`src/hw/rtl/sle_pkg.sv`:
```
`timescale 1ns / 1ps
// ----------------------------------------------------------------------------
// sle_pkg
// Shared types and constants for the serial line editor.
// ----------------------------------------------------------------------------
package sle_pkg;

    localparam int CNT_W = 6;
    localparam int LEN_W = 5;

    localparam logic [7:0] CH_BS    = 8'h08;
    localparam logic [7:0] CH_DEL   = 8'h7F;
    localparam logic [7:0] CH_LF    = 8'h0A;
    localparam logic [7:0] CH_CR    = 8'h0D;
    localparam logic [7:0] CH_SPACE = 8'h20;
    localparam logic [7:0] CH_UC_A  = 8'h41;
    localparam logic [7:0] CH_UC_Z  = 8'h5A;
    localparam logic [7:0] CASE_OFS = 8'h20;

    localparam logic [1:0] KIND_ECHO = 2'd0;
    localparam logic [1:0] KIND_LINE = 2'd1;
    localparam logic [1:0] KIND_EOL  = 2'd2;

    localparam logic [1:0] CFG_ECHO_ENABLE = 2'd0;
    localparam logic [1:0] CFG_LINE_LIMIT  = 2'd1;

    localparam logic [5:0] LIMIT_MIN   = 6'd2;
    localparam logic [5:0] LIMIT_RESET = 6'd32;

    typedef enum logic [1:0] {
        CLS_EDIT,
        CLS_LF,
        CLS_CR,
        CLS_CHAR
    } t_cls;

    typedef enum logic [2:0] {
        OSEL_BS,
        OSEL_SP,
        OSEL_CR,
        OSEL_LF,
        OSEL_CHAR,
        OSEL_LINE,
        OSEL_EOL
    } t_osel;

    typedef enum logic [3:0] {
        ST_IDLE,
        ST_BS1,
        ST_SP,
        ST_BS2,
        ST_CR,
        ST_LF,
        ST_ECHO,
        ST_LPRE,
        ST_LINE,
        ST_EOL
    } t_state;

    typedef struct packed {
        logic  load_char;
        logic  store;
        logic  dec;
        logic  cnt_clr;
        logic  ovf_wr;
        logic  ovf_val;
        logic  idx_clr;
        logic  idx_inc;
        logic  out_load;
        t_osel osel;
        logic  out_last;
    } t_cmd;

    typedef struct packed {
        t_cls cls;
        logic cnt_zero;
        logic ovf_next;
        logic echo_en;
        logic idx_end;
        logic ovf_flag;
        logic out_free;
    } t_status;

endpackage

```
`src/hw/rtl/sle_ram.sv`:
```
`timescale 1ns / 1ps
// ----------------------------------------------------------------------------
// sle_ram
// Generic single write port, single read port RAM with registered read.
// ----------------------------------------------------------------------------
module sle_ram #(
    parameter int WIDTH = 8,
    parameter int DEPTH = 32
) (
    input  logic                     i_clk,
    input  logic                     i_we,
    input  logic [$clog2(DEPTH)-1:0] i_waddr,
    input  logic [WIDTH-1:0]         i_wdata,
    input  logic [$clog2(DEPTH)-1:0] i_raddr,
    output logic [WIDTH-1:0]         o_rdata
);

    logic [WIDTH-1:0] r_mem [DEPTH];
    logic [WIDTH-1:0] r_rdata;

    always_ff @(posedge i_clk) begin
        if (i_we) begin
            r_mem[i_waddr] <= i_wdata;
        end
        r_rdata <= r_mem[i_raddr];
    end

    assign o_rdata = r_rdata;

endmodule

```
`src/hw/rtl/sle_datapath.sv`:
```
`timescale 1ns / 1ps
// ----------------------------------------------------------------------------
// sle_datapath
// Config registers, character count, line store and result register.
// ----------------------------------------------------------------------------
module sle_datapath #(
    parameter int LINE_DEPTH = 32
) (
    input  logic             i_clk,
    input  logic             i_rst_n,
    input  logic             i_cfg_valid,
    input  logic [1:0]       i_cfg_index,
    input  logic [5:0]       i_cfg_data,
    input  logic [7:0]       i_rx_byte,
    input  logic             i_m_tready,
    input  sle_pkg::t_cmd    i_cmd,
    output sle_pkg::t_status o_status,
    output logic             o_m_tvalid,
    output logic [1:0]       o_kind,
    output logic [7:0]       o_data_byte,
    output logic             o_line_status,
    output logic [4:0]       o_line_length,
    output logic             o_last
);

    import sle_pkg::*;

    localparam int AW  = $clog2(LINE_DEPTH);
    localparam int CAP = (LINE_DEPTH < 32) ? LINE_DEPTH : 32;

    logic             r_echo_en;
    logic [5:0]       r_limit;
    logic [CNT_W-1:0] r_count;
    logic [CNT_W-1:0] n_count;
    logic [CNT_W-1:0] r_idx;
    logic [CNT_W-1:0] n_idx;
    logic [7:0]       r_char;
    logic             r_ovf;
    logic             r_m_valid;
    logic [1:0]       r_kind;
    logic [7:0]       r_data;
    logic             r_stat;
    logic [4:0]       r_len;
    logic             r_last;

    logic [7:0]          w_fold;
    logic [5:0]          w_lim;
    logic [CNT_W-1:0]    w_cnt_inc;
    logic [AW+CNT_W-1:0] w_wext;
    logic [AW+CNT_W-1:0] w_rext;
    logic [7:0]          w_rdata;
    logic                w_out_free;
    t_cls                w_cls;

    always_comb begin
        if (i_rx_byte inside {[CH_UC_A:CH_UC_Z]}) begin
            w_fold = i_rx_byte + CASE_OFS;
        end else begin
            w_fold = i_rx_byte;
        end
    end

    always_comb begin
        if (w_fold == CH_BS || w_fold == CH_DEL) begin
            w_cls = CLS_EDIT;
        end else if (w_fold == CH_LF) begin
            w_cls = CLS_LF;
        end else if (w_fold == CH_CR) begin
            w_cls = CLS_CR;
        end else begin
            w_cls = CLS_CHAR;
        end
    end

    always_comb begin
        if (r_limit < LIMIT_MIN) begin
            w_lim = LIMIT_MIN;
        end else if (r_limit > 6'(CAP)) begin
            w_lim = 6'(CAP);
        end else begin
            w_lim = r_limit;
        end
    end

    assign w_cnt_inc  = r_count + 1'b1;
    assign w_out_free = !r_m_valid || i_m_tready;

    always_comb begin
        n_count = r_count;
        if (i_cmd.cnt_clr) begin
            n_count = '0;
        end else if (i_cmd.store) begin
            n_count = w_cnt_inc;
        end else if (i_cmd.dec) begin
            n_count = r_count - 1'b1;
        end
    end

    always_comb begin
        n_idx = r_idx;
        if (i_cmd.idx_clr) begin
            n_idx = '0;
        end else if (i_cmd.idx_inc) begin
            n_idx = r_idx + 1'b1;
        end
    end

    assign w_wext = {{AW{1'b0}}, r_count};
    assign w_rext = {{AW{1'b0}}, n_idx};

    sle_ram #(
        .WIDTH(8),
        .DEPTH(LINE_DEPTH)
    ) u_store (
        .i_clk  (i_clk),
        .i_we   (i_cmd.store),
        .i_waddr(w_wext[AW-1:0]),
        .i_wdata(w_fold),
        .i_raddr(w_rext[AW-1:0]),
        .o_rdata(w_rdata)
    );

    always_ff @(posedge i_clk) begin
        if (!i_rst_n) begin
            r_echo_en <= 1'b1;
            r_limit   <= LIMIT_RESET;
            r_count   <= '0;
            r_idx     <= '0;
            r_ovf     <= 1'b0;
            r_m_valid <= 1'b0;
        end else begin
            if (i_cfg_valid) begin
                case (i_cfg_index)
                    CFG_ECHO_ENABLE: r_echo_en <= i_cfg_data[0];
                    CFG_LINE_LIMIT:  r_limit   <= i_cfg_data;
                    default: ;
                endcase
            end
            r_count <= n_count;
            r_idx   <= n_idx;
            if (i_cmd.ovf_wr) begin
                r_ovf <= i_cmd.ovf_val;
            end
            if (i_cmd.out_load) begin
                r_m_valid <= 1'b1;
            end else if (i_m_tready) begin
                r_m_valid <= 1'b0;
            end
        end
    end

    always_ff @(posedge i_clk) begin
        if (i_cmd.load_char) begin
            r_char <= w_fold;
        end
        if (i_cmd.out_load) begin
            r_last <= i_cmd.out_last;
            r_stat <= 1'b0;
            r_len  <= '0;
            case (i_cmd.osel)
                OSEL_BS: begin
                    r_kind <= KIND_ECHO;
                    r_data <= CH_BS;
                end
                OSEL_SP: begin
                    r_kind <= KIND_ECHO;
                    r_data <= CH_SPACE;
                end
                OSEL_CR: begin
                    r_kind <= KIND_ECHO;
                    r_data <= CH_CR;
                end
                OSEL_LF: begin
                    r_kind <= KIND_ECHO;
                    r_data <= CH_LF;
                end
                OSEL_CHAR: begin
                    r_kind <= KIND_ECHO;
                    r_data <= r_char;
                end
                OSEL_LINE: begin
                    r_kind <= KIND_LINE;
                    r_data <= w_rdata;
                end
                default: begin
                    r_kind <= KIND_EOL;
                    r_data <= '0;
                    r_stat <= r_ovf;
                    r_len  <= r_count[LEN_W-1:0];
                end
            endcase
        end
    end

    assign o_status.cls      = w_cls;
    assign o_status.cnt_zero = (r_count == '0);
    assign o_status.ovf_next = (w_cnt_inc >= (w_lim - 1'b1));
    assign o_status.echo_en  = r_echo_en;
    assign o_status.idx_end  = ((r_idx + 1'b1) == r_count);
    assign o_status.ovf_flag = r_ovf;
    assign o_status.out_free = w_out_free;

    assign o_m_tvalid    = r_m_valid;
    assign o_kind        = r_kind;
    assign o_data_byte   = r_data;
    assign o_line_status = r_stat;
    assign o_line_length = r_len;
    assign o_last        = r_last;

endmodule

```
`src/hw/rtl/sle_ctrl.sv`:
```
`timescale 1ns / 1ps
// ----------------------------------------------------------------------------
// sle_ctrl
// Sequencer for echo, edit and line emission of each received byte.
// ----------------------------------------------------------------------------
module sle_ctrl (
    input  logic             i_clk,
    input  logic             i_rst_n,
    input  logic             i_s_tvalid,
    input  sle_pkg::t_status i_status,
    output logic             o_s_tready,
    output sle_pkg::t_cmd    o_cmd
);

    import sle_pkg::*;

    t_state r_state;
    t_state n_state;

    always_ff @(posedge i_clk) begin
        if (!i_rst_n) begin
            r_state <= ST_IDLE;
        end else begin
            r_state <= n_state;
        end
    end

    always_comb begin
        n_state = r_state;
        case (r_state)
            ST_IDLE: begin
                if (i_s_tvalid) begin
                    case (i_status.cls)
                        CLS_EDIT: begin
                            if (!i_status.cnt_zero && i_status.echo_en) begin
                                n_state = ST_BS1;
                            end
                        end
                        CLS_CR: begin
                            n_state = i_status.echo_en ? ST_CR : ST_LPRE;
                        end
                        CLS_CHAR: begin
                            if (i_status.echo_en) begin
                                n_state = ST_ECHO;
                            end else if (i_status.ovf_next) begin
                                n_state = ST_LPRE;
                            end
                        end
                        default: ;
                    endcase
                end
            end
            ST_BS1:  if (i_status.out_free) n_state = ST_SP;
            ST_SP:   if (i_status.out_free) n_state = ST_BS2;
            ST_BS2:  if (i_status.out_free) n_state = ST_IDLE;
            ST_CR:   if (i_status.out_free) n_state = ST_LF;
            ST_LF:   if (i_status.out_free) n_state = ST_LPRE;
            ST_ECHO: begin
                if (i_status.out_free) begin
                    n_state = i_status.ovf_flag ? ST_LPRE : ST_IDLE;
                end
            end
            ST_LPRE: n_state = i_status.cnt_zero ? ST_EOL : ST_LINE;
            ST_LINE: begin
                if (i_status.out_free && i_status.idx_end) begin
                    n_state = ST_EOL;
                end
            end
            ST_EOL:  if (i_status.out_free) n_state = ST_IDLE;
            default: n_state = ST_IDLE;
        endcase
    end

    always_comb begin
        o_cmd      = '0;
        o_cmd.osel = OSEL_BS;
        o_s_tready = 1'b0;
        case (r_state)
            ST_IDLE: begin
                o_s_tready = 1'b1;
                if (i_s_tvalid) begin
                    o_cmd.load_char = 1'b1;
                    case (i_status.cls)
                        CLS_EDIT: o_cmd.dec = !i_status.cnt_zero;
                        CLS_CR: begin
                            o_cmd.ovf_wr  = 1'b1;
                            o_cmd.ovf_val = 1'b0;
                        end
                        CLS_CHAR: begin
                            o_cmd.store   = 1'b1;
                            o_cmd.ovf_wr  = 1'b1;
                            o_cmd.ovf_val = i_status.ovf_next;
                        end
                        default: ;
                    endcase
                end
            end
            ST_BS1: begin
                o_cmd.out_load = i_status.out_free;
                o_cmd.osel     = OSEL_BS;
            end
            ST_SP: begin
                o_cmd.out_load = i_status.out_free;
                o_cmd.osel     = OSEL_SP;
            end
            ST_BS2: begin
                o_cmd.out_load = i_status.out_free;
                o_cmd.osel     = OSEL_BS;
                o_cmd.out_last = 1'b1;
            end
            ST_CR: begin
                o_cmd.out_load = i_status.out_free;
                o_cmd.osel     = OSEL_CR;
            end
            ST_LF: begin
                o_cmd.out_load = i_status.out_free;
                o_cmd.osel     = OSEL_LF;
            end
            ST_ECHO: begin
                o_cmd.out_load = i_status.out_free;
                o_cmd.osel     = OSEL_CHAR;
                o_cmd.out_last = !i_status.ovf_flag;
            end
            ST_LPRE: begin
                o_cmd.idx_clr = 1'b1;
            end
            ST_LINE: begin
                o_cmd.out_load = i_status.out_free;
                o_cmd.idx_inc  = i_status.out_free;
                o_cmd.osel     = OSEL_LINE;
            end
            ST_EOL: begin
                o_cmd.out_load = i_status.out_free;
                o_cmd.cnt_clr  = i_status.out_free;
                o_cmd.osel     = OSEL_EOL;
                o_cmd.out_last = 1'b1;
            end
            default: ;
        endcase
    end

endmodule

```
`src/hw/rtl/serial_line_editor.sv`:
```
`timescale 1ns / 1ps
// ----------------------------------------------------------------------------
// serial_line_editor
// Terminal line editor: case folding, backspace/delete editing, echo and
// emission of completed or overflowed lines as a result stream.
// ----------------------------------------------------------------------------
// a taken byte that needs output starts its echo, edit echo or line sequence;
// the input is not ready again until the sequence is back in idle, so each byte
// is fully handled before the next is taken; output stalls hold the sequence
// line bytes stream from the line store RAM read port, one per cycle unless stalled
// reset: synchronous active low; clears count, state and output valid, sets
//   echo on and limit 32; the line store is not cleared
// ----------------------------------------------------------------------------
module serial_line_editor #(
    parameter int LINE_DEPTH = 32
) (
    input  logic        i_clk,
    input  logic        i_rst_n,
    input  logic        i_cfg_valid,
    output logic        o_cfg_ready,
    input  logic [1:0]  i_cfg_index,
    input  logic [5:0]  i_cfg_data,
    input  logic        s_axis_tvalid,
    output logic        s_axis_tready,
    input  logic [7:0]  s_axis_tdata,   // [7:0] rx_byte
    output logic        m_axis_tvalid,
    input  logic        m_axis_tready,
    output logic [15:0] m_axis_tdata,   // [7:0] data_byte, [8] line_status,
                                        // [13:9] line_length, [15:14] zero
    output logic [1:0]  m_axis_tuser,   // [1:0] kind
    output logic        m_axis_tlast
);

    import sle_pkg::*;

    t_cmd       w_cmd;
    t_status    w_status;
    logic [7:0] w_data_byte;
    logic       w_line_status;
    logic [4:0] w_line_length;

    sle_ctrl u_ctrl (
        .i_clk     (i_clk),
        .i_rst_n   (i_rst_n),
        .i_s_tvalid(s_axis_tvalid),
        .i_status  (w_status),
        .o_s_tready(s_axis_tready),
        .o_cmd     (w_cmd)
    );

    sle_datapath #(
        .LINE_DEPTH(LINE_DEPTH)
    ) u_dp (
        .i_clk        (i_clk),
        .i_rst_n      (i_rst_n),
        .i_cfg_valid  (i_cfg_valid),
        .i_cfg_index  (i_cfg_index),
        .i_cfg_data   (i_cfg_data),
        .i_rx_byte    (s_axis_tdata),
        .i_m_tready   (m_axis_tready),
        .i_cmd        (w_cmd),
        .o_status     (w_status),
        .o_m_tvalid   (m_axis_tvalid),
        .o_kind       (m_axis_tuser),
        .o_data_byte  (w_data_byte),
        .o_line_status(w_line_status),
        .o_line_length(w_line_length),
        .o_last       (m_axis_tlast)
    );

    assign o_cfg_ready  = 1'b1;
    assign m_axis_tdata = {2'b00, w_line_length, w_line_status, w_data_byte};

endmodule

```
`config.mk`:
```
export PLATFORM = sky130hd
export DESIGN_NAME = serial_line_editor
export DESIGN_NICKNAME = d
export VERILOG_FILES = /design/src/hw/rtl/sle_pkg.sv /design/src/hw/rtl/sle_ram.sv /design/src/hw/rtl/sle_datapath.sv /design/src/hw/rtl/sle_ctrl.sv /design/src/hw/rtl/serial_line_editor.sv
export SDC_FILE = /design/constraint.sdc
export NUM_CORES = 1
export LEC_CHECK = 0
export BUFFER_PORTS_ARGS = -buffer_cell sky130_fd_sc_hd__buf_4
export CELL_PAD_IN_SITES_DETAIL_PLACEMENT = 1
export CELL_PAD_IN_SITES_GLOBAL_PLACEMENT = 1
export CORE_ASPECT_RATIO = 1.75
export CORE_UTILIZATION = 33
export CTS_CLUSTER_SIZE = 20
export DETAILED_ROUTE_END_ITERATION = 16
export GPL_TIMING_DRIVEN = 0
export PLACE_DENSITY = 0.52
export SYNTH_ARGS = -nofsm -noshare
export SYNTH_HDL_FRONTEND = slang
export SYNTH_SLANG_ARGS = --single-unit
```
`constraint.sdc`:
```
create_clock -name i_clk -period 6.1 [get_ports i_clk]
set_input_delay 1.22 -clock i_clk [delete_from_list [all_inputs] [get_ports i_clk]]
set_output_delay 1.22 -clock i_clk [all_outputs]
set_load 0.01 [all_outputs]
```
# ---- Word level (Yosys, flattened, before mapping)
# Memories as Yosys holds them, arrays and structs flattened. A register that Yosys moved wholly into a read port is not among the register bits.
# Index checks and enable logic that the tools add are counted.
dict set report totals {
  register_bits 50
  mem_bits_rw 256
  out_inout_bits 22
  elab_cells 128
  mem_count 1
}
# memory words width read_ports rd_clocked_by_memory_dff wr line
set memory_table {}
lappend memory_table {u_dp.u_store.r_mem 32 8 1 1 1 sle_ram.sv:18} ;# logic [WIDTH-1:0] r_mem [DEPTH];
dict set report op_classes {
  n_addsub 5
  magnitude_cmp 5
  n_eq_ne 33
  n_mux 45
  bitwise 1
  reduce_logical 24
}
# operator n
set op_table {}
lappend op_table {{$pmux W8 S6} 1}
lappend op_table {{$mux W4} 11}
lappend op_table {{$pmux W4 S9} 1}
lappend op_table {{$pmux W4 S7} 1}
lappend op_table {{$eq A8 B4 Y1 const B} 3}
lappend op_table {{$mux W6} 4}
lappend op_table {{$eq A4 B3 Y1 const B} 4}
lappend op_table {{$ne A2 B1 Y1 const B} 7}
lappend op_table {{$add A6 B1 Y6 const B} 2}
lappend op_table {{$mux W1} 12}
lappend op_table {{$pmux W4 S3} 1}
lappend op_table {{$sub A6 B1 Y6 const B} 2}
lappend op_table {{$reduce_and A11 Y1} 1}
lappend op_table {{$mux W2} 5}
lappend op_table {{$mux W5} 2}
lappend op_table {{$mux W3} 3}
lappend op_table {{$add A8 B6 Y8 const B} 1}
lappend op_table {{$eq A4 B2 Y1 const B} 2}
lappend op_table {{$eq A4 B4 Y1 const B} 2}
lappend op_table {{$eq A8 B7 Y1 const B} 1}
lappend op_table {{$ge A8 B7 Y1 const B} 1}
lappend op_table {{$le A8 B7 Y1 const B} 1}
lappend op_table {{$mux W8} 1}
lappend op_table {{$pmux W2 S2} 2}
lappend op_table {{28 further kinds} 42}

# ---- Longest topological paths before layout
# Gate-level depths: netlist (run 1).
dict set report depth {
  depth_word 13
  ltp_mapped 13
  ltp_nobuf 13
}

# ---- Hierarchy
# A second synthesis (run 1) with hierarchy kept.
dict set report unflattened {
  cells_unflattened 736
  area_unflattened_um2 13087.6
}
# module instances cells_each area_each_um2
set by_module_without_submodules {}
lappend by_module_without_submodules {sle_ram 1 417 10053.4}
lappend by_module_without_submodules {sle_datapath 1 242 2482.4}
lappend by_module_without_submodules {sle_ctrl 1 71 514.2}
lappend by_module_without_submodules {serial_line_editor 1 6 37.5}

# ---- Worst setup path before layout (run 1)
# Ideal clock, no wire load.
dict set report synth_timing {
  kind {in2reg}
  start {input port s_axis_tdata[0]}
  end {register u_dp.r_count[4]}
  t_arrival_ns 3.383
  required_ns 5.979
  slack_ns 2.596
  stages 7
  n_path_buf 1
  path_cell_list {or4_1 o22ai_2 o31ai_2 or3_1 buf_6 o32ai_1 mux2_2}
}
dict set report synth_between {
  elab_chain_cells 12
  elab_cells_between_ends 21
  cone_classes {add/sub: 1; order compare: 2; eq/ne: 5; mux: 9; reduce/logical: 4}
}
# element line
set synth_rtl {}
lappend synth_rtl {{from (decl)} serial_line_editor.sv:25} ;# input logic [7:0] s_axis_tdata,
lappend synth_rtl {{$ge A8 B7 Y1 / $le A8 B7 Y1 (equally long branches)} sle_datapath.sv:56} ;# if (i_rx_byte inside {[CH_UC_A:CH_UC_Z]}) begin
lappend synth_rtl {{$logic_and A1 B1 Y1} sle_datapath.sv:56}
lappend synth_rtl {{$mux W8 (*)} sle_datapath.sv:56}
lappend synth_rtl {{via u_dp.u_store.i_wdata[7]} sle_ram.sv:13} ;# input logic [WIDTH-1:0] i_wdata,
lappend synth_rtl {{$eq A8 B4 Y1} sle_datapath.sv:68} ;# end else if (w_fold == CH_CR) begin
lappend synth_rtl {{$mux W1} sle_datapath.sv:68}
lappend synth_rtl {{$mux W2} sle_datapath.sv:66} ;# end else if (w_fold == CH_LF) begin
lappend synth_rtl {{$mux W2 (*)} sle_datapath.sv:64} ;# if (w_fold == CH_BS || w_fold == CH_DEL) begin
lappend synth_rtl {{$eq A2 B2 Y1 / $logic_not A2 Y1 (equally long branches)} sle_ctrl.sv:83} ;# case (i_status.cls)
lappend synth_rtl {{$mux W1} sle_ctrl.sv:83}
lappend synth_rtl {{$mux W3 (*)} sle_ctrl.sv:81} ;# if (i_s_tvalid) begin
lappend synth_rtl {{$mux W3 (*)} sle_ctrl.sv:78} ;# case (r_state)
lappend synth_rtl {{$mux W6 / $reduce_bool A2 Y1 (equally long branches)} n/a}
lappend synth_rtl {{to (signal assigned)} sle_datapath.sv:139} ;# r_count <= n_count;
lappend synth_rtl {{to (decl)} sle_datapath.sv:33} ;# logic [CNT_W-1:0] r_count;
# Mark *: on every way through the listed nets, which the timed path passes. The rest lies on a longest branch.
# A chain may end at the register's enable or synchronous reset.

# ---- Worst setup path after layout (run 1)
dict set report layout_timing {
  start {input port s_axis_tdata[4]}
  end {memory u_dp.u_store.r_mem[23][4], enable pin}
}
dict set report layout_between {
  elab_chain_cells 13
  elab_cells_between_ends 19
  cone_classes {add/sub: 1; order compare: 2; eq/ne: 5; mux: 9; reduce/logical: 2}
}
# element line
set layout_rtl {}
lappend layout_rtl {{$ge A8 B7 Y1 / $le A8 B7 Y1 (equally long branches)} sle_datapath.sv:56}
lappend layout_rtl {{$logic_and A1 B1 Y1} sle_datapath.sv:56}
lappend layout_rtl {{$mux W8 (*)} sle_datapath.sv:56}
lappend layout_rtl {{$eq A8 B4 Y1} sle_datapath.sv:68}
lappend layout_rtl {{$mux W1} sle_datapath.sv:68}
lappend layout_rtl {{$mux W2} sle_datapath.sv:66}
lappend layout_rtl {{$mux W2 (*)} sle_datapath.sv:64}
lappend layout_rtl {{$eq A2 B2 Y1 (*)} sle_ctrl.sv:83}
lappend layout_rtl {{$mux W1 (*)} sle_ctrl.sv:83}
lappend layout_rtl {{$mux W3 (*)} sle_ctrl.sv:81}
lappend layout_rtl {{$mux W3 (*)} sle_ctrl.sv:78}
lappend layout_rtl {{$mux W1 (*)} sle_ram.sv:22} ;# if (i_we) begin
lappend layout_rtl {{$mux W1 (implied by the code) (*)} sle_ram.sv:23} ;# r_mem[i_waddr] <= i_wdata;
lappend layout_rtl {{to (decl)} sle_ram.sv:18}
# Mark *: on every way between the ends. The rest lies on a longest branch, timed or not.

==> results of run 1 <==
sequential cells by signal, summed over array words and instances, names as in the netlist:
name                  flops
u_dp.o_kind               2
u_dp.o_line_length        5
u_dp.r_ovf                1
u_dp.r_echo_en            1
u_dp.u_store.r_mem      256
u_dp.o_line_status        1
u_dp.o_last               1
u_dp.r_char               8
u_dp.u_store.o_rdata      8
u_dp.r_limit              6
u_dp.o_data_byte          8
u_dp.o_m_tvalid           1
u_ctrl.r_state            4
u_dp.r_count              6
u_dp.r_idx                6
stage by stage:
stage / total power (µW) / setup slack, ns / std cells / hold slack, ns / util, %
after floorplan: 2930 / 2.60 / 959 / 0.472 / -
after global placement: 3250 / 0.462 / 1493 / 0.528 / 35.9
after detailed placement: 3260 / 1.40 / 1495 / 0.523 / 36.0
after CTS: 5190 / 2.00 / 1551 / 0.539 / 38.5
after global routing: 5310 / 1.87 / 1551 / 0.561 / 38.5
final: 5120 / 2.04 / 1551 / 0.541 / 38.5
worst paths after layout:
| path | to |
|---|---|
| worst min-delay path | u_dp.o_data_byte[1]$_DFFE_PP_ |
| worst min register to register | u_dp.o_data_byte[1]$_DFFE_PP_ |
| worst max register to register | u_dp.u_store.r_mem[21][6]$_DFFE_PP_ |
| worst max-delay path | u_dp.u_store.r_mem[23][4]$_DFFE_PP_ |
cell usage in the layout, fill, tap and decap left out, types with 19 or more instances in the layout:
cell type and instances:
edfxtp_1 281, mux2i_1 118, nor2_1 89, buf_4 54
nand3_1 49, a21oi_1 42, nand2_1 37, dfxtp_1 33
o22ai_1 32, clkbuf_16 31, o21ai_0 20, clkbuf_1 19
critical path, stage by stage:
cell,delay (ns)
buf_4,0.40
or4b_4,0.25
nor3_1,0.08
o21ai_0,0.55
nand3_1,0.81
nor2_1,0.90
power by group through the flow:
stage	clock network (µW)	registers, µW	logic (µW)
3_3_place_gp	0	2600	653
2_1_floorplan	0	2620	316
3_5_place_dp	0	2600	663
6_report	1920	2550	650
4_1_cts	1970	2550	664
5_1_grt	2040	2560	710
layer usage:
layer	part of all wire [%]	global-route usage, %
met5	0	0
met4	4.4	9.23
met3	2.5	1.82
met2	56	39.3
met1	37	20.8
cells in the mapped netlist, types with 17 or more instances:
library cell	n	share of area, %
a21oi_1	42	1.6
dfxtp_1	33	4.9
edfxtp_1	281	63
mux2i_1	118	8.8
nand2_1	37	1.0
nand3_1	49	1.8
nor2_1	90	2.5
o21ai_0	20	0.74
o22ai_1	32	1.5
o32ai_1	17	1.1
cells by family after synthesis:
family / count (synthesis) / share of synthesized area (%)
AOI/OAI and AO/OA: 175 / 9.01
xor gates and xnor gates: 13 / 0.847
adders and majority gates: 14 / 1.30
buffers and inverters: 69 / 2.97
DFF: 314 / 67.7
muxes: 122 / 9.12
other: 2 / 0.0559
and+or+nand+nor: 248 / 9.00
area by class of cell:
| cell class | instances | area, µm² | area share, % |
|---|---|---|---|
| multi-input combinational | 576 | 3960 | 25.7 |
| timing repair buffer | 41 | 335 | 2.17 |
| buffer | 52 | 330 | 2.14 |
| clock buffer | 39 | 836 | 5.42 |
| tap | 495 | 619 | 4.01 |
| sequential | 314 | 9100 | 59.0 |
| inverter | 17 | 68.8 | 0.446 |
| clock inverter | 17 | 175 | 1.14 |
==> run_results.csv, run 1 <==
group,metric,value,unit
sta,final.period_utilization,66.6,%
floorplanning,io_pins,43,
grt,grt_pass1_vias,8818,
finish,nNetsFinal,1068,
cts,cts_buffer_depth,3,
synthesis,synth_ff_type,"edfxtp_1",
pwr,powerDensity,332,nW/µm²
synthesis,yosys_register_bits,314,
cts,path_clk_slew,0.07,ns
sta,worst_pin_slew,1.35,ns
cts,cts_max_level,1,
floorplanning,die_y,269,µm
finish,area_growth,14.8,%
grt,grt_first_pass_wirelength,58800,µm
detailed_routing,drt_iter0_drc,463,
sta,hold_viol,0,
synthesis,yosysUniqueCellTypes,70,
finish,drive_above_1_share,14.6,%
synthesis,async_flop_share,0,%
place,io_buffers,39,
detailed_routing,wl_per_cell,25.9,µm
min_path,hp-class,"reg2reg",
synthesis,yosys_warnings,0,
sta,fin_skew,0.0164,ns
worst_setup_path,arrival,4.26,ns
detailed_routing,wirelength,40200,µm
detailed_routing,avgViaCountPerCell,5.29,
finish,fill_cells,4160,
worst_setup_path,path_max_fanout,36,
worst_setup_path,reg2reg_setup_slack,2.44,ns
finish,diodes,0,
worst_setup_path,worstRegToRegCells,7,
place,placed_area,14400,µm²
cts,postCtsSetupRepairBufs,0,
pwr,ir_worst_vdd,0.000181,V
detailed_routing,drcViolationCount,0,
cts,tritoncts,"yes",
grt,grt_overflow,0,
sta,post-route-min-period,4.06,ns
worst_setup_path,worst_setup_path_end_kind,"register",
pwr,leakagePower,0.00505,µW
detailed_routing,first_pass_iters,5,
sta,rsz0062_at_grt,"false",
cts,post_cts_resized,0,
pwr,switching_power,1300,µW
synthesis,netlist_area,13400,µm²
grt,grt_max_degree,40,
floorplanning,rows,97,
floorplanning,die_x,155,µm
sta,fmax,246,MHz
sta,setup_violations,0,
cts,hold_buffers,0,
worst_setup_path,crit_path_start_kind,"input pin",
place,gp_congestion,0.844,
synthesis,syn_inst,957,
sta,maxSlewViolCount,0,
min_path,hp-start,"u_dp.u_store.o_rdata[1]$_DFF_P_",
run_status,outcome,"complete, no violations",
grt,grtUsageTotal,19.8,%
pwr,p_int,3820,µW
pwr,p_clk_share,37.5,%
cts,cts.root.buffer_cell,"clkbuf_16",
synthesis,syn_avg_cell_area,14.0,µm²
worst_setup_path,startpoint,"s_axis_tdata[4]",
sta,finalSetupTns,0,ns
run,drv_cap,0,
pwr,p_comb_share,12.7,%
place,place_hpwl,28600,µm
pwr,pwr-share-seq,49.8,%
cts,insertion_delay,0.57,ns
grt,antenna_found_initial,0,
synthesis,yosysSeqAreaShare,67.7,%
floorplanning,design.core.area,40100,µm²
worst_setup_path,path_class,"in2reg",
pwr,switching_share,25.5,%
finish,final_area,15400,µm²
min_path,worstHoldPathCells,1,
worst_setup_path,required,6.30,ns
cts,cts_num_sinks,314,
detailed_routing,drtAntennaViolNets,0,
cts,cts_buffers,31,
synthesis,synth-edff-count,281,
worst_setup_path,r2r_start,"u_ctrl.r_state[0]$_SDFFE_PN0P_",
floorplanning,initial_core_util,33.6,%
floorplanning,die-area,41600,µm²
sta,slew_headroom,9.73,%
detailed_routing,vias,8205,
Power figures use the tool's default switching activity.
==> run 2: changes to the inputs <==
Settings changed: PLACE_DENSITY 0.52 to 0.54.
Clock period 6.1 ns to 3.7 ns, I/O delays scaled along.
==> run 2 against run 1 <==
  * Die area stayed put
  * Power is 59% higher
  * Final cell count is 0.32% lower
  * Hold slack worse by 0.11 ns
  * Critical path type is now reg2reg
  * Largest power group unchanged
==> run_results.csv, run 2 (synthesis results as in run 1) <==
group,metric,value,unit
cts,insertion_delay,0.58,ns
cts,cts_buffer_depth,3,
floorplanning,die_x,155,µm
grt,grt_overflow,0,
pwr,ir_worst_vdd,0.000344,V
grt,grtUsageTotal,19.7,%
floorplanning,die-area,41600,µm²
run_status,outcome,"complete, no violations",
worst_setup_path,startpoint,"u_ctrl.r_state[0]$_SDFFE_PN0P_",
floorplanning,rows,97,
cts,cts_num_sinks,314,
worst_setup_path,crit_end,"u_dp.u_store.r_mem[22][7]$_DFFE_PP_",
worst_setup_path,r2r_start,"u_ctrl.r_state[0]$_SDFFE_PN0P_",
cts,post_cts_resized,1,
cts,cts_buffers,29,
sta,maxSlewViolCount,0,
detailed_routing,met3_length,1520,µm
sta,rsz0062_at_grt,"true",
place,gp_congestion,0.868,
detailed_routing,drcViolationCount,0,
worst_setup_path,arrival,3.79,ns
min_path,hp-class,"in2reg",
sta,setup_violations,0,
sta,fin_skew,0.0123,ns
detailed_routing,avgViaCountPerCell,5.30,
floorplanning,initial_core_util,33.6,%
detailed_routing,wirelength,40000,µm
pwr,powerDensity,532,nW/µm²
floorplanning,design.core.area,40100,µm²
finish,area_growth,14.0,%
place,place_hpwl,29000,µm
cts,path_clk_slew,0.07,ns
floorplanning,die_y,269,µm
sta,fmax,278,MHz
detailed_routing,met2WireLength,23200,µm
grt,grt_first_pass_wirelength,58500,µm
cts,postCtsSetupRepairBufs,0,
cts,cts.root.buffer_cell,"clkbuf_16",
cts,cts_max_level,1,
place,io_buffers,39,
detailed_routing,first_pass_iters,4,
finish,regMostFlops,"u_dp.u_store.r_mem",
pwr,power,8160,µW
finish,nNetsFinal,1066,
detailed_routing,wl_met1,13900,µm
detailed_routing,drtAntennaViolNets,0,
sta,slew_headroom,15.4,%
worst_setup_path,crit_path_start_kind,"register",
sta,post-route-min-period,3.59,ns
finish,final_area,15300,µm²
cts,tritoncts,"yes",
sta,worst_pin_slew,1.27,ns
worst_setup_path,required,3.90,ns
detailed_routing,drt_iter0_drc,423,
finish,layout_commonest_cell,"edfxtp_1",
pwr,leakagePower,0.00498,µW
grt,grt_max_degree,40,
worst_setup_path,worst_setup_path_end_kind,"register",
worst_setup_path,path_class,"reg2reg",
detailed_routing,vias,8191,
worst_setup_path,path_max_fanout,10,
floorplanning,io_pins,43,
detailed_routing,wl_per_cell,25.8,µm
sta,hold_viol,0,
finish,drive_above_1_share,14.9,%
grt,grt_pass1_vias,8790,
worst_setup_path,r2r-end,"u_dp.u_store.r_mem[22][7]$_DFFE_PP_",
detailed_routing,highest-signal-layer,"met4",
finish,fill_cells,4146,
run,drv_cap,0,
place,placed_area,14400,µm²
finish,largest_reg_flops,256,
grt,antenna_found_initial,0,
finish,diodes,0,
cts,hold_buffers,0,
sta,final.period_utilization,97.1,%
worst_setup_path,reg2reg_setup_slack,0.11,ns
finish,final_cell_mix,"281 x edfxtp_1, 118 x mux2i_1, 76 x nor2_1",
worst_setup_path,worstRegToRegCells,7,
-- run 2: cell count changes in the layout (fill, tap and decap cells not counted) --
| cell | before | now |
|---|---|---|
| clkbuf_8 | 3 | 0 |
| clkinv_2 | 6 | 4 |
| inv_6 | 0 | 1 |
| nor2_2 | 1 | 14 |
| clkinv_1 | 4 | 8 |
| bufinv_16 | 3 | 2 |
| clkbuf_1 | 19 | 20 |
| clkinv_4 | 3 | 1 |
| nor2_1 | 89 | 76 |
| inv_8 | 1 | 0 |
| clkbuf_16 | 31 | 29 |
-- run 2: worst max-delay path, cell delays in order (launching register included) --
cell and delay, ns:
dfxtp_1 0.31, buf_6 0.13, or4_4 0.55, clkinv_1 0.11, nand2_1 0.21, nor3_1 0.52, nand2_1 0.57, nor2_1 0.79
-- run 2: per-layer routing --
metal | vias to the layer above | GRT usage (%)
met3 | 64 | 2.11
met2 | 170 | 40.4
met1 | 4123 | 19.7
met5 | - | 0
li1 | 3834 | -
met4 | 0 | 8.24
-- run 2: layout make-up --
class | count | area, µm² | share of cell area, %
Sequential cell | 314 | 9100 | 59.4
Multi-Input combinational cell | 576 | 4000 | 26.1
Buffer | 52 | 330 | 2.16
Tap cell | 495 | 619 | 4.04
Clock inverter | 16 | 130 | 0.849
Timing Repair Buffer | 41 | 335 | 2.19
Clock buffer | 35 | 748 | 4.88
Inverter | 17 | 68.8 | 0.449
-- run 2: report_power, final --
part | switching (µW) | total [µW] | internal [µW]
clock | 1300 | 2870 | 1570
combinational | 723 | 1080 | 357
sequential | 78.2 | 4210 | 4130
total | 2100 | 8160 | 6050
-- run 2: stage by stage --
| step | std cells | hold slack [ns] | utilization (%) | setup TNS, ns | setup WS, ns |
|---|---|---|---|---|---|
| floorplan | 959 | 0.472 | - | 0 | 0.676 |
| global placement | 1493 | 0.523 | 35.9 | -112.38 | -1.34 |
| detailed placement | 1495 | 0.532 | 36.0 | -83.22 | -0.486 |
| CTS | 1546 | 0.398 | 38.2 | 0 | 0.0225 |
| global route | 1546 | 0.417 | 38.3 | -8.47 | -0.117 |
| finish | 1546 | 0.429 | 38.3 | 0 | 0.105 |
-- run 2: worst min path at each step --
stage | start | end | slack [ns] | cells after the start
2_1_floorplan | u_dp.r_ovf$_SDFFE_PN0P_ | u_dp.r_ovf$_SDFFE_PN0P_ | 0.47 | 2
3_3_place_gp | u_dp.u_store.o_rdata[1]$_DFF_P_ | u_dp.o_data_byte[1]$_DFFE_PP_ | 0.52 | 1
3_5_place_dp | u_dp.u_store.o_rdata[1]$_DFF_P_ | u_dp.o_data_byte[1]$_DFFE_PP_ | 0.53 | 1
4_1_cts | i_cfg_data[0] | u_dp.r_echo_en$_SDFFE_PN1P_ | 0.40 | 3
5_1_grt | i_cfg_data[0] | u_dp.r_echo_en$_SDFFE_PN1P_ | 0.42 | 3
6_report | i_cfg_data[5] | u_dp.r_limit[5]$_SDFFE_PN1P_ | 0.43 | 3
==> run 3: changes to the inputs <==
Settings changed: CORE_UTILIZATION 33 to 45, PLACE_DENSITY 0.54 to 0.71.
==> run 3 against run 2 <==
  * Global-route usage rose by 5.8 points
  * First-iteration DRC count rose by 3.5%
  * Combinational power barely moved
  * Sequential power barely moved
  * Non-clock buffer count fell by 1
  * Wire length fell by 4.3%
  * Largest cell class unchanged
==> run_results.csv, run 3 (synthesis results as in run 1) <==
group,metric,value,unit
run_status,outcome,"complete, no violations",
sta,finalSetupTns,0,ns
finish,largest_reg_flops,256,
worst_setup_path,required,3.88,ns
finish,regMostFlops,"u_dp.u_store.r_mem",
sta,hold_ws,0.425,ns
sta,fmax,277,MHz
min_path,holdPathEnd,"u_dp.r_limit[5]$_SDFFE_PN1P_",
floorplanning,design.core.area,29400,µm²
min_path,worstHoldPathCells,3,
floorplanning,rows,83,
cts,tritoncts,"yes",
sta,maxSlewViolCount,0,
run,drv_cap,0,
floorplanning,io_pins,43,
cts,cts_buffers,28,
finish,final_cell_mix,"281 x edfxtp_1, 118 x mux2i_1, 88 x nor2_1",
sta,worst_pin_slew,1.38,ns
cts,hold_buffers,0,
pwr,powerDensity,550,nW/µm²
detailed_routing,drcViolationCount,0,
cts,path_clk_slew,0.07,ns
grt,grt_pass1_vias,8990,
place,placed_area,14200,µm²
finish,instances_no_fill,1433,
detailed_routing,drt_iter0_drc,438,
worst_setup_path,crit_top_cell,"nand2_1",
place,gp_congestion,0.899,
grt,grt_first_pass_wirelength,56300,µm
detailed_routing,vias,8451,
worst_setup_path,worst_setup_path_end_kind,"register",
worst_setup_path,critPathMaxStageDelay,0.79,ns
detailed_routing,first_pass_iters,5,
detailed_routing,wirelength,38200,µm
sta,final.period_utilization,97.4,%
cts,insertion_delay,0.57,ns
detailed_routing,avgViaCountPerCell,5.90,
sta,slew_headroom,7.87,%
floorplanning,initial_core_util,45.7,%
finish,final_area,15200,µm²
worst_setup_path,crit_family,"simple AND/OR/NAND/NOR gates",
place,place_hpwl,26900,µm
place,dp.cells,1381,
sta,fin_skew,0.0270,ns
floorplanning,die_x,133,µm
worst_setup_path,worstRegToRegCells,7,
sta,setup_violations,0,
detailed_routing,drtAntennaViolNets,0,
worst_setup_path,path_class,"reg2reg",
detailed_routing,wl_per_cell,26.7,µm
grt,grtUsageTotal,25.5,%
cts,cts_max_level,1,
finish,area_growth,13.4,%
worst_setup_path,critPathBufInv,2,
cts,post_cts_resized,0,
finish,nNetsFinal,1064,
worst_setup_path,crit_path_start_kind,"register",
grt,grt_overflow,0,
min_path,hp-class,"in2reg",
finish,diodes,0,
sta,post-route-min-period,3.61,ns
cts,cts.root.buffer_cell,"clkbuf_16",
sta,hold_viol,0,
cts,postCtsSetupRepairBufs,0,
sta,rsz0062_at_grt,"true",
grt,antenna_found_initial,0,
worst_setup_path,reg2reg_setup_slack,0.09,ns
cts,cts_num_sinks,314,
worst_setup_path,path_max_fanout,10,
worst_setup_path,path_cells,"buf_6, or4_4, clkinv_1, nand2_1, nor3_1, nand2_1, nor2_1",
place,io_buffers,39,
cts,cts_buffer_depth,3,
worst_setup_path,r2r-end,"u_dp.u_store.r_mem[22][5]$_DFFE_PP_",
floorplanning,die-area,30600,µm²
floorplanning,die_y,231,µm
worst_setup_path,arrival,3.79,ns
grt,grt_max_degree,40,
worst_setup_path,critPathSlowestCell,"nor2_1",
worst_setup_path,r2r_start,"u_ctrl.r_state[0]$_SDFFE_PN0P_",
finish,drive_above_1_share,14.6,%
pwr,ir_worst_vdd,0.000409,V
finish,layout_commonest_cell,"edfxtp_1",
pwr,leakagePower,0.00502,µW
min_path,hp-start,"i_cfg_data[5]",
==> run 3: cell types whose count changed in the layout (fill, tap and decap cells not counted), sizes merged <==
cell / change
bufinv: +1
clkinvlp: +1
buf: -1
inv: -1
clkbuf: +7
clkinv: -7
==> run 3: worst max-delay path by stage <==
stage / from / to / depth (start not counted)
floorplan: s_axis_tdata[0] / u_dp.r_count[4]$_SDFFE_PP0P_ / 7
global placement: s_axis_tdata[2] / u_dp.r_count[4]$_SDFFE_PP0P_ / 8
detailed placement: s_axis_tdata[4] / u_dp.u_store.r_mem[8][5]$_DFFE_PP_ / 8
CTS: u_ctrl.r_state[0]$_SDFFE_PN0P_ / u_dp.u_store.o_rdata[5]$_DFF_P_ / 12
global route: u_ctrl.r_state[0]$_SDFFE_PN0P_ / u_dp.u_store.r_mem[26][6]$_DFFE_PP_ / 7
finish: u_ctrl.r_state[0]$_SDFFE_PN0P_ / u_dp.u_store.r_mem[22][5]$_DFFE_PP_ / 7
==> run 3: where the power goes <==
group          switching [µW]  internal [µW]  total [µW]
Sequential               87.2           4130        4220
Combinational             714            353        1070
Clock                    1300           1810        3100
==> run 3: area by class of cell <==
cell class	count	area [µm²]
inverters	17	68.8
clock inverters	10	136
multi-input cells	576	3970
repair buffers	40	308
clock buffers	42	855
plain buffers	52	330
flip-flops and latches	314	9100
well taps	382	478
fillers	2920	14100
==> run 3: worst reg2reg max path: stages (launching register included) <==
cell      delay [ns]
dfxtp_1         0.31
buf_6           0.13
or4_4           0.54
clkinv_1        0.12
nand2_1         0.15
nor3_1          0.54
nand2_1         0.62
nor2_1          0.80
==> run 3: through the flow <==
| step | worst slack [ns] | util (%) | total power, µW |
|---|---|---|---|
| after floorplan | 0.676 | - | 4830 |
| after global placement | -0.827 | 48.4 | 5330 |
| after detailed placement | -0.346 | 48.5 | 5360 |
| after CTS | 0.151 | 51.8 | 8430 |
| after global routing | -0.00975 | 51.9 | 8620 |
| final | 0.0945 | 51.9 | 8390 |
==> run 3: metal layers <==
layer	track usage, %	part of all wire [%]	vias to the layer above
li1	-	-	3825
met1	25.9	34	4296
met2	49.0	56	231
met3	2.70	3.8	99
met4	16.0	6.3	0
met5	0	0	-
